==> config.mk <==
export PLATFORM = sky130hd
export DESIGN_NAME = base64url_stream_encoder_core
export DESIGN_NICKNAME = d
export VERILOG_FILES = /design/src/rtl/b64u_pkg.sv /design/src/rtl/base64url_stream_encoder_core.sv /design/src/rtl/b64u_front.sv /design/src/rtl/b64u_fifo.sv /design/src/rtl/b64u_back.sv
export SDC_FILE = /design/constraint.sdc
export NUM_CORES = 1
export LEC_CHECK = 0
export BUFFER_PORTS_ARGS = -buffer_cell sky130_fd_sc_hd__buf_2
export CAP_MARGIN = 0
export CORE_MARGIN = 2
export CORE_UTILIZATION = 40
export DETAILED_ROUTE_END_ITERATION = 12
export PLACE_DENSITY = 0.55
export SLEW_MARGIN = 20
export SYNTH_ARGS = -nofsm -noshare
export SYNTH_HDL_FRONTEND = slang
export SYNTH_SLANG_ARGS = --single-unit
==> constraint.sdc <==
create_clock -name clk_i -period 4.15 [get_ports clk_i]
set_clock_uncertainty 0.1 [all_clocks]
set_input_delay 0 -clock clk_i [delete_from_list [all_inputs] [get_ports clk_i]]
set_output_delay 0 -clock clk_i [all_outputs]
set_load 0.03 [all_outputs]
==> src/rtl/b64u_pkg.sv <==
// Shared types, constants and the character mapping for the base64url encoder.
package b64u_pkg;

  localparam int unsigned GroupW = 24;
  localparam logic [7:0] PadChar = 8'h3d;
  localparam logic [5:0] SliceMask = 6'h3f;

  typedef struct packed {
    logic [GroupW-1:0] group;
    logic [1:0]        held;
    logic              last;
  } b64u_group_t;

  function automatic logic [7:0] b64u_char(input logic [5:0] sextet);
    logic [7:0] v;
    logic [7:0] c;
    v = {2'b00, sextet & SliceMask};
    priority if (v < 8'd26) begin
      c = v + 8'h41;
    end else if (v < 8'd52) begin
      c = v + 8'd71;
    end else if (v < 8'd62) begin
      c = v - 8'd4;
    end else if (v == 8'd62) begin
      c = 8'h2d;
    end else begin
      c = 8'h5f;
    end
    return c;
  endfunction

endpackage

==> src/rtl/base64url_stream_encoder_core.sv <==
// A group's first character is loaded when the group heads the queue and the back end is free.
// Throughput: one byte per cycle is taken while the two-group queue has room;
// the back end sends one character per cycle, four per group, while groups are queued and out_ready_i is high.
// Reset clears the held bytes, the byte count, the queue and the output valid flag.
// Top level of the base64url stream encoder.
module base64url_stream_encoder_core import b64u_pkg::*; (
  input  logic       clk_i,
  input  logic       rst_ni,
  input  logic       in_valid_i,
  output logic       in_ready_o,
  input  logic [7:0] in_byte_i,
  input  logic       is_last_i,
  output logic       out_valid_o,
  input  logic       out_ready_i,
  output logic [7:0] out_char_o,
  output logic       out_last_o
);

  logic        push;
  logic        pop;
  logic        empty;
  logic        full;
  b64u_group_t push_data;
  b64u_group_t pop_data;

  b64u_front u_front (
    .clk_i       (clk_i),
    .rst_ni      (rst_ni),
    .in_valid_i  (in_valid_i),
    .in_ready_o  (in_ready_o),
    .in_byte_i   (in_byte_i),
    .is_last_i   (is_last_i),
    .full_i      (full),
    .push_o      (push),
    .push_data_o (push_data)
  );

  b64u_fifo u_fifo (
    .clk_i       (clk_i),
    .rst_ni      (rst_ni),
    .push_i      (push),
    .push_data_i (push_data),
    .pop_i       (pop),
    .pop_data_o  (pop_data),
    .empty_o     (empty),
    .full_o      (full)
  );

  b64u_back u_back (
    .clk_i       (clk_i),
    .rst_ni      (rst_ni),
    .empty_i     (empty),
    .group_i     (pop_data),
    .pop_o       (pop),
    .out_valid_o (out_valid_o),
    .out_ready_i (out_ready_i),
    .out_char_o  (out_char_o),
    .out_last_o  (out_last_o)
  );

endmodule

==> src/rtl/b64u_front.sv <==
// Front end: accepts bytes, gathers them into groups and pushes finished groups.
module b64u_front import b64u_pkg::*; (
  input  logic        clk_i,
  input  logic        rst_ni,
  input  logic        in_valid_i,
  output logic        in_ready_o,
  input  logic [7:0]  in_byte_i,
  input  logic        is_last_i,
  input  logic        full_i,
  output logic        push_o,
  output b64u_group_t push_data_o
);

  logic [15:0] pending_q, pending_d;
  logic [1:0]  count_q, count_d;
  logic [1:0]  held;
  logic        accept;

  assign in_ready_o = !full_i;
  assign accept     = in_valid_i && in_ready_o;
  assign held       = count_q + 2'd1;

  always_comb begin
    pending_d   = pending_q;
    count_d     = count_q;
    push_o      = 1'b0;
    push_data_o.held  = held;
    push_data_o.last  = is_last_i;
    unique case (held)
      2'd1:    push_data_o.group = {in_byte_i, 16'h0000};
      2'd2:    push_data_o.group = {pending_q[7:0], in_byte_i, 8'h00};
      default: push_data_o.group = {pending_q, in_byte_i};
    endcase
    if (accept) begin
      if (held != 2'd3 && !is_last_i) begin
        pending_d = {pending_q[7:0], in_byte_i};
        count_d   = held;
      end else begin
        push_o    = 1'b1;
        pending_d = 16'h0000;
        count_d   = 2'd0;
      end
    end
  end

  always_ff @(posedge clk_i or negedge rst_ni) begin
    if (!rst_ni) begin
      pending_q <= 16'h0000;
      count_q   <= 2'd0;
    end else begin
      pending_q <= pending_d;
      count_q   <= count_d;
    end
  end

endmodule

==> src/rtl/b64u_fifo.sv <==
// Two-entry queue of finished groups between the front and back ends.
module b64u_fifo import b64u_pkg::*; (
  input  logic        clk_i,
  input  logic        rst_ni,
  input  logic        push_i,
  input  b64u_group_t push_data_i,
  input  logic        pop_i,
  output b64u_group_t pop_data_o,
  output logic        empty_o,
  output logic        full_o
);

  b64u_group_t mem_q [2];
  logic        wr_ptr_q, rd_ptr_q;
  logic [1:0]  count_q;

  assign empty_o    = (count_q == 2'd0);
  assign full_o     = (count_q == 2'd2);
  assign pop_data_o = mem_q[rd_ptr_q];

  always_ff @(posedge clk_i) begin
    if (push_i) begin
      mem_q[wr_ptr_q] <= push_data_i;
    end
  end

  always_ff @(posedge clk_i or negedge rst_ni) begin
    if (!rst_ni) begin
      wr_ptr_q <= 1'b0;
      rd_ptr_q <= 1'b0;
      count_q  <= 2'd0;
    end else begin
      if (push_i) begin
        wr_ptr_q <= !wr_ptr_q;
      end
      if (pop_i) begin
        rd_ptr_q <= !rd_ptr_q;
      end
      if (push_i && !pop_i) begin
        count_q <= count_q + 2'd1;
      end else if (pop_i && !push_i) begin
        count_q <= count_q - 2'd1;
      end
    end
  end

endmodule

==> src/rtl/b64u_back.sv <==
// Back end: turns each queued group into four characters through an output register.
module b64u_back import b64u_pkg::*; (
  input  logic        clk_i,
  input  logic        rst_ni,
  input  logic        empty_i,
  input  b64u_group_t group_i,
  output logic        pop_o,
  output logic        out_valid_o,
  input  logic        out_ready_i,
  output logic [7:0]  out_char_o,
  output logic        out_last_o
);

  logic [1:0] idx_q;
  logic       valid_q;
  logic [7:0] char_q;
  logic       last_q;
  logic       load;
  logic [5:0] sextet;
  logic       is_pad;
  logic [7:0] char_d;

  assign load = !empty_i && (!valid_q || out_ready_i);
  assign pop_o = load && (idx_q == 2'd3);

  always_comb begin
    unique case (idx_q)
      2'd0:    sextet = group_i.group[23:18];
      2'd1:    sextet = group_i.group[17:12];
      2'd2:    sextet = group_i.group[11:6];
      default: sextet = group_i.group[5:0];
    endcase
    is_pad = ((idx_q == 2'd2) && (group_i.held < 2'd2)) ||
             ((idx_q == 2'd3) && (group_i.held < 2'd3));
    char_d = is_pad ? PadChar : b64u_char(sextet);
  end

  always_ff @(posedge clk_i) begin
    if (load) begin
      char_q <= char_d;
      last_q <= group_i.last && (idx_q == 2'd3);
    end
  end

  always_ff @(posedge clk_i or negedge rst_ni) begin
    if (!rst_ni) begin
      idx_q   <= 2'd0;
      valid_q <= 1'b0;
    end else begin
      if (load) begin
        idx_q   <= idx_q + 2'd1;
        valid_q <= 1'b1;
      end else if (out_ready_i) begin
        valid_q <= 1'b0;
      end
    end
  end

  assign out_valid_o = valid_q;
  assign out_char_o  = char_q;
  assign out_last_o  = last_q;

endmodule
# ---- Word-level counts from Yosys, hierarchy flattened
# Memories as Yosys holds them, arrays and structs flattened.
# Index checks and enable logic that the tools add are counted.
dict set report word_totals {
  reg_bits 34
  ramBits 54
  input_bits 13
  output_inout_bits 11
  elab_cells 69
  memories 1
}
dict set report op_classes {
  n_addsub 7
  n_lt_le_gt_ge 5
  eq_ne 8
  n_mux 16
  n_reduce_logical 23
}
# name words width read_ports rd_ports_with_merged_regs wr line_no
set memory_table {}
lappend memory_table {u_fifo.mem_q 2 27 1 0 1 b64u_fifo.sv:13} ;# b64u_group_t mem_q [2];
# op count
set ops {}
lappend ops {{$pmux 24 s2} 1}
lappend ops {{$mux 8} 3}
lappend ops {{$pmux 6 s3} 1}
lappend ops {{$add 6x7->8 const B} 2}
lappend ops {{$mux 16} 1}
lappend ops {{$lt 6x6->1 const B} 2}
lappend ops {{$logic_and 1x1->1} 9}
lappend ops {{$eq 2x2->1 const B} 4}
lappend ops {{$logic_not 1->1} 8}
lappend ops {{$mux 7} 1}
lappend ops {{$sub 6x3->7 const B} 1}
lappend ops {{$add 2x1->2 const B} 3}
lappend ops {{$eq 6x6->1 const B} 1}
lappend ops {{$lt 6x5->1 const B} 1}
lappend ops {{$mux 1} 6}
lappend ops {{$mux 2} 3}
lappend ops {{$eq 2x1->1 const B} 2}
lappend ops {{$logic_not 2->1} 2}
lappend ops {{$lt 2x2->1 const B} 2}
lappend ops {{$reduce_bool 2->1} 2}
lappend ops {{$logic_or 1x1->1} 2}
lappend ops {{$ne 2x2->1 const B} 1}
lappend ops {{$sub 2x1->2 const B} 1}

# ---- Longest topological paths before layout
dict set report logic_depth {
  ltp_word 9
  depth_mapped 14
  ltp_nobuf 13
}

# ---- Modules after synthesis
# A second synthesis with hierarchy kept.
dict set report unflattened {
  hier_cells 311
  area_unflattened_um2 4324.1
}
# module instances cells_each area_per_inst_um2 seq_area_each_um2
set modules_own_cells {}
lappend modules_own_cells {b64u_fifo 1 100 2234.6 1721.7}
lappend modules_own_cells {b64u_front 1 101 1054.8 450.4}
lappend modules_own_cells {b64u_back 1 110 1034.7 345.3}

# ---- Worst setup path after synthesis
# OpenSTA, ideal clock, no wires.
dict set report synth_path {
  path_type {flip-flop to flip-flop}
  startpoint {register u_fifo.count_q[0]}
  endpoint {memory u_fifo.mem_q[0][0] in the netlist's numbering, enable pin}
  setup_ps 445
  arrival_ps 2978
  t_required_ps 3605
  slack_ps 627
  stages_incl_launch_ff 5
  n_path_buf 1
  synth_period_minus_slack_ps 3523
  path_cell_list {dfrtp_1 nand2b_1 nand2_1 clkbuf_1 nor3_1}
}
dict set report synth_between {
  elab_chain_cells 6
}
# item line_no
set synth_rtl {}
lappend synth_rtl {{from (decl)} b64u_fifo.sv:15} ;# logic [1:0] count_q;
lappend synth_rtl {{from (signal assigned)} b64u_fifo.sv:40} ;# count_q <= count_q + 2'd1;
lappend synth_rtl {{from (signal assigned)} b64u_fifo.sv:42} ;# count_q <= count_q - 2'd1;
lappend synth_rtl {{$eq 2x2->1} b64u_fifo.sv:18} ;# assign full_o = (count_q == 2'd2);
lappend synth_rtl {{$logic_not 1->1} b64u_front.sv:19} ;# assign in_ready_o = !full_i;
lappend synth_rtl {{net in_ready_o} base64url_stream_encoder_core.sv:10} ;# output logic in_ready_o,
lappend synth_rtl {{$logic_and 1x1->1} b64u_front.sv:20} ;# assign accept = in_valid_i && in_ready_o;
lappend synth_rtl {{$mux 1} b64u_front.sv:34} ;# if (accept) begin
lappend synth_rtl {{$mux 1} b64u_fifo.sv:22} ;# if (push_i) begin
lappend synth_rtl {{$mux 1 (not written as such)} b64u_fifo.sv:23} ;# mem_q[wr_ptr_q] <= push_data_i;
lappend synth_rtl {{to (decl)} b64u_fifo.sv:13}
# The timed path passes the listed nets, and every way through them passes these cells.

# ---- Worst setup path in the final report
dict set report layout_path {
  startpoint {register u_back.idx_q[0]}
  endpoint {register u_back.char_q[4], in the netlist u_back.out_char_o[4], data pin}
}
dict set report layout_between {
  elab_chain_cells 7
  word_cells_on_any_way 19
  cone_classes {add/sub: 3; order compare: 3; eq/ne: 4; mux: 5; reduce/logical: 4}
}
# item line_no
set layout_rtl {}
lappend layout_rtl {{from (decl)} b64u_back.sv:14} ;# logic [1:0] idx_q;
lappend layout_rtl {{from (signal assigned)} b64u_back.sv:51} ;# idx_q <= idx_q + 2'd1;
lappend layout_rtl {{parallel branches: the longest is 7 deep, another holds $sub 6x3->7} n/a}
lappend layout_rtl {{to (signal assigned)} b64u_back.sv:40} ;# char_q <= char_d;
lappend layout_rtl {{to (decl)} b64u_back.sv:16} ;# logic [7:0] char_q;
# Parallel ways; which one is timed is not known.
# A chain may end at the register's enable or synchronous reset.

==> metrics.md <==
| Metric | Value |
|---|---|
| CTS tree | `done` |
| Pwr Density | `880 nW/um2` |
| Antenna fix cells | `0` |
| DR vias/cell | `5.51` |
| Tightest Pin Transition | `between 700 and 800 ps` |
| CTS Root Cell | `clkbuf_8` |
| First-pass iteration count of the detailed router | `6` |
| Maximum clock insertion buffer count | `2` |
| DP Cell Count | `around 480` |
| Clock Pin Slew Worst Setup and Hold Paths | `90 ps` |
| Clock share of power | `0.139` |
| Setup crit start | `u_back.idx_q[0]` |
| GPL Wtd Cong | `0.889` |
| CP Capture Type | `register` |
| I/O pin count | `24` |
| Seq cells post-synth | `88` |
| Total core area | `10200 um2` |
| DRC | `0` |
| Number of global-route vias before repair | `2659` |
| Final Core Density | `0.463` |
| Layout Cells excl Fill | `503` |
| # H-tree levels | `3` |
| CP top delay family | `compound AO/OA/AOI/OAI gates` |
| CP Class | `reg2reg` |
| Max FO, Critical Path | `11` |
| Yosys cell types | `between 50 and 60` |
| Rows | `37` |
| Slew Limit Fails | `0` |
| Asr flop ratio synth | `0.284` |
| Final hold vios | `0` |
| Area delta synth->final | `13.2%` |
| Startpoint Class | `register` |
| IO buf count | `23` |
| RSZ-0062 raised after global routing | `no` |
| Leak Pwr | `0.00184 uW` |
| Top-count cell post-synth | `edfxtp_1` |
| CTS buffer count | `9` |
| Relative slew slack | `0.480` |
| Antenna violations before repair | `0` |
| Drt total wl | `8340 um` |
| Sequential area share after synthesis | `0.601` |
| Final HPWL DP | `5750 um` |
| Syn Inst Count | `326` |
| Starting Density | `0.409` |
| Post-Syn Area | `around 4200 um2` |
| Combinational Power Share | `0.511` |
| Status | `finished clean` |
| Post-DP Area | `4430 um2` |
| Ys flop type | `edfxtp_1` |
| Hold crit path type | `in2async` |
| Number of flops mapped to enable cells by yosys | `63` |
| Critical path, cell by cell | `inv_1, ha_1, a222oi_1, a221oi_1, a21oi_2, ha_1, inv_1, a21oi_1, mux2i_1, o311a_1, or4_1` |
| Synth top cells by count | `edfxtp_1 (63), nand2_1 (34), dfrtp_1 (25)` |
| Clock Sinks | `88` |
| Tmin final | `3560 ps` |
| Die Area | `between 10000 and 15000 um2` |
| Via count | `about 2.8k` |
| Switching power | `~1800 uW` |
| Vertical die dimension | `106 um` |
| Yosys warns | `0` |
| Reg2reg start | `u_back.idx_q[0]` |
| Wire length per cell | `16.6 um` |
| Finished layout cell area | `4740 um2` |
| Area contributors post-synth | `edfxtp_1 (45%), dfrtp_1 (15%), a22o_1 (5.0%)` |
| Fin crit share | `0.857` |
| Nets@finish | `388` |
| Setup TNS | `0 ps` |
| Setup bufs post-CTS | `0` |
| Worst EP arrival | `around 3600 ps` |
| GRT overflow | `0` |
| Die width | `about 110 um` |
| Syn_nets | `352` |
| Flop pwr share | `0.350` |
| Total power | `4170 uW` |
| Post-DRT Antenna Nets | `0` |
| Initial DRC Count | `157` |
| Worst Path Buf+Inv | `2` |
| Global-route wire length before repair | `13600 um` |
| Int Pwr | `2390 uW` |
| Sw Ratio | `0.428` |
| GRT Total Usage | `0.156` |
| Slowest cell on the critical path | `a222oi_1` |
| Worst skew pair latency | `between 300 and 400 ps` |
| Largest net degree at the start of global routing | `28` |
| Critical Path RT | `4150 ps` |
| Layout cells sized above 1 | `0.172` |
| Max Fclk | `281 MHz` |
| Post-synth top area share | `0.452` |
| Endpoints failing setup | `0` |
| Area leader, netlist | `edfxtp_1` |
| Crit-path max cell delay | `600 ps` |
| Worst VDD drop | `between 0.2 and 0.3 mV` |
| Max cap viols | `0` |
| Synth Area per Inst | `12.8 um2` |
[area by class of cell]
cell class	instances	area, um2
Clock buffer	9	124
Clock inverter	7	71.3
Fill cell	945	5490
Inverter	14	55.1
Multi-Input combinational cell	209	1530
Sequential cell	88	2520
Tap cell	136	170
Timing Repair Buffer	40	270
[sequential cells by signal, summed over array words and instances (netlist names)]
register            flops
u_front.pending_q      16
u_fifo.rd_ptr_q         1
u_fifo.count_q          2
u_front.count_q         2
u_back.out_char_o       8
u_back.out_last_o       1
u_fifo.wr_ptr_q         1
u_back.idx_q            2
u_back.out_valid_o      1
u_fifo.mem_q           54
[worst reg2reg max path, delay by kind of cell (launching register included)]
kind / cells / cell delay, ps
compound gates: 5 / 1470
fa+ha+maj: 2 / 570
buf+inv: 2 / 160
flops: 1 / 390
mux: 1 / 120
simple gates: 1 / 500
[metrics by stage]
| stage | hold slack [ps] | setup slack [ps] |
|---|---|---|
| 2_1_floorplan | -396 | 627 |
| 3_3_place_gp | -63.1 | 697 |
| 3_5_place_dp | -62.1 | 648 |
| 4_1_cts | 87.1 | 642 |
| 5_1_grt | 131 | 293 |
| 6_report | 81.8 | 594 |
[worst paths after layout]
kind                                              end  slack [ps]  cells past startpoint
max in group asynchronous       u_front.pending_q[11]        3470                      2
min in group clk_i                 u_back.out_valid_o         280                      3
worst min register to register      u_fifo.count_q[1]         400                      1
worst max-delay path             u_back.out_char_o[4]         590                     11
worst max register to register   u_back.out_char_o[4]         590                     11
worst min-delay path               u_front.count_q[0]          80                      2
[cells in the final DEF (no fill, tap or decap), types with 3 or more instances in the layout]
master | netlist | layout
dlygate4sd3_1 | 0 | 11
a31oi_1 | 5 | 5
xnor2_1 | 3 | 3
dfrtp_1 | 25 | 25
o21ai_0 | 4 | 4
ha_1 | 13 | 13
a221o_1 | 3 | 3
a22o_1 | 24 | 24
buf_2 | 2 | 23
xor2_1 | 3 | 3
nor3_1 | 7 | 5
nand2_1 | 34 | 34
a21oi_2 | 3 | 3
a222oi_1 | 3 | 3
a21oi_1 | 4 | 4
and2_1 | 9 | 9
nor2_1 | 10 | 10
o211ai_1 | 3 | 3
mux2_2 | 6 | 6
a211oi_1 | 3 | 3
buf_4 | 1 | 6
edfxtp_1 | 63 | 63
nand2b_1 | 5 | 5
inv_1 | 13 | 13
clkbuf_8 | 0 | 9
mux2i_1 | 7 | 7
a22oi_1 | 15 | 15
nand3_1 | 9 | 9
[what timing repair did]
action | 4_1_cts | 5_1_grt
gates resized for setup | 0 | 0
endpoints found under the hold margin | 84 | 0
hold buffers | 11 | 0
[routing by layer]
layer | part of all wire | track usage | vias up
li1 | - | - | 1328
met1 | 0.47 | 0.214 | 1356
met2 | 0.47 | 0.245 | 74
met3 | 0.040 | 0.0319 | 13
met4 | 0.016 | 0.0602 | 0
met5 | 0 | 0 | -
[logic make-up after synthesis]
family | after synthesis | synth area share
AOI/OAI and AO/OA | 87 | 0.166
DFF | 88 | 0.601
muxes | 17 | 0.0454
and+or+nand+nor | 86 | 0.0989
adders and majority gates | 13 | 0.0389
buffers and inverters | 29 | 0.0365
xor gates and xnor gates | 6 | 0.0126
[power by group through the flow]
stage | Sequential, uW | Combinational (uW) | Clock [uW]
floorplan | 1530 | 1550 | 0
global placement | 1470 | 2090 | 0
detailed placement | 1480 | 2080 | 0
CTS | 1460 | 2100 | 602
global route | 1490 | 2350 | 633
finish | 1460 | 2130 | 581
Note: power is estimated with default switching activity, not from simulation.
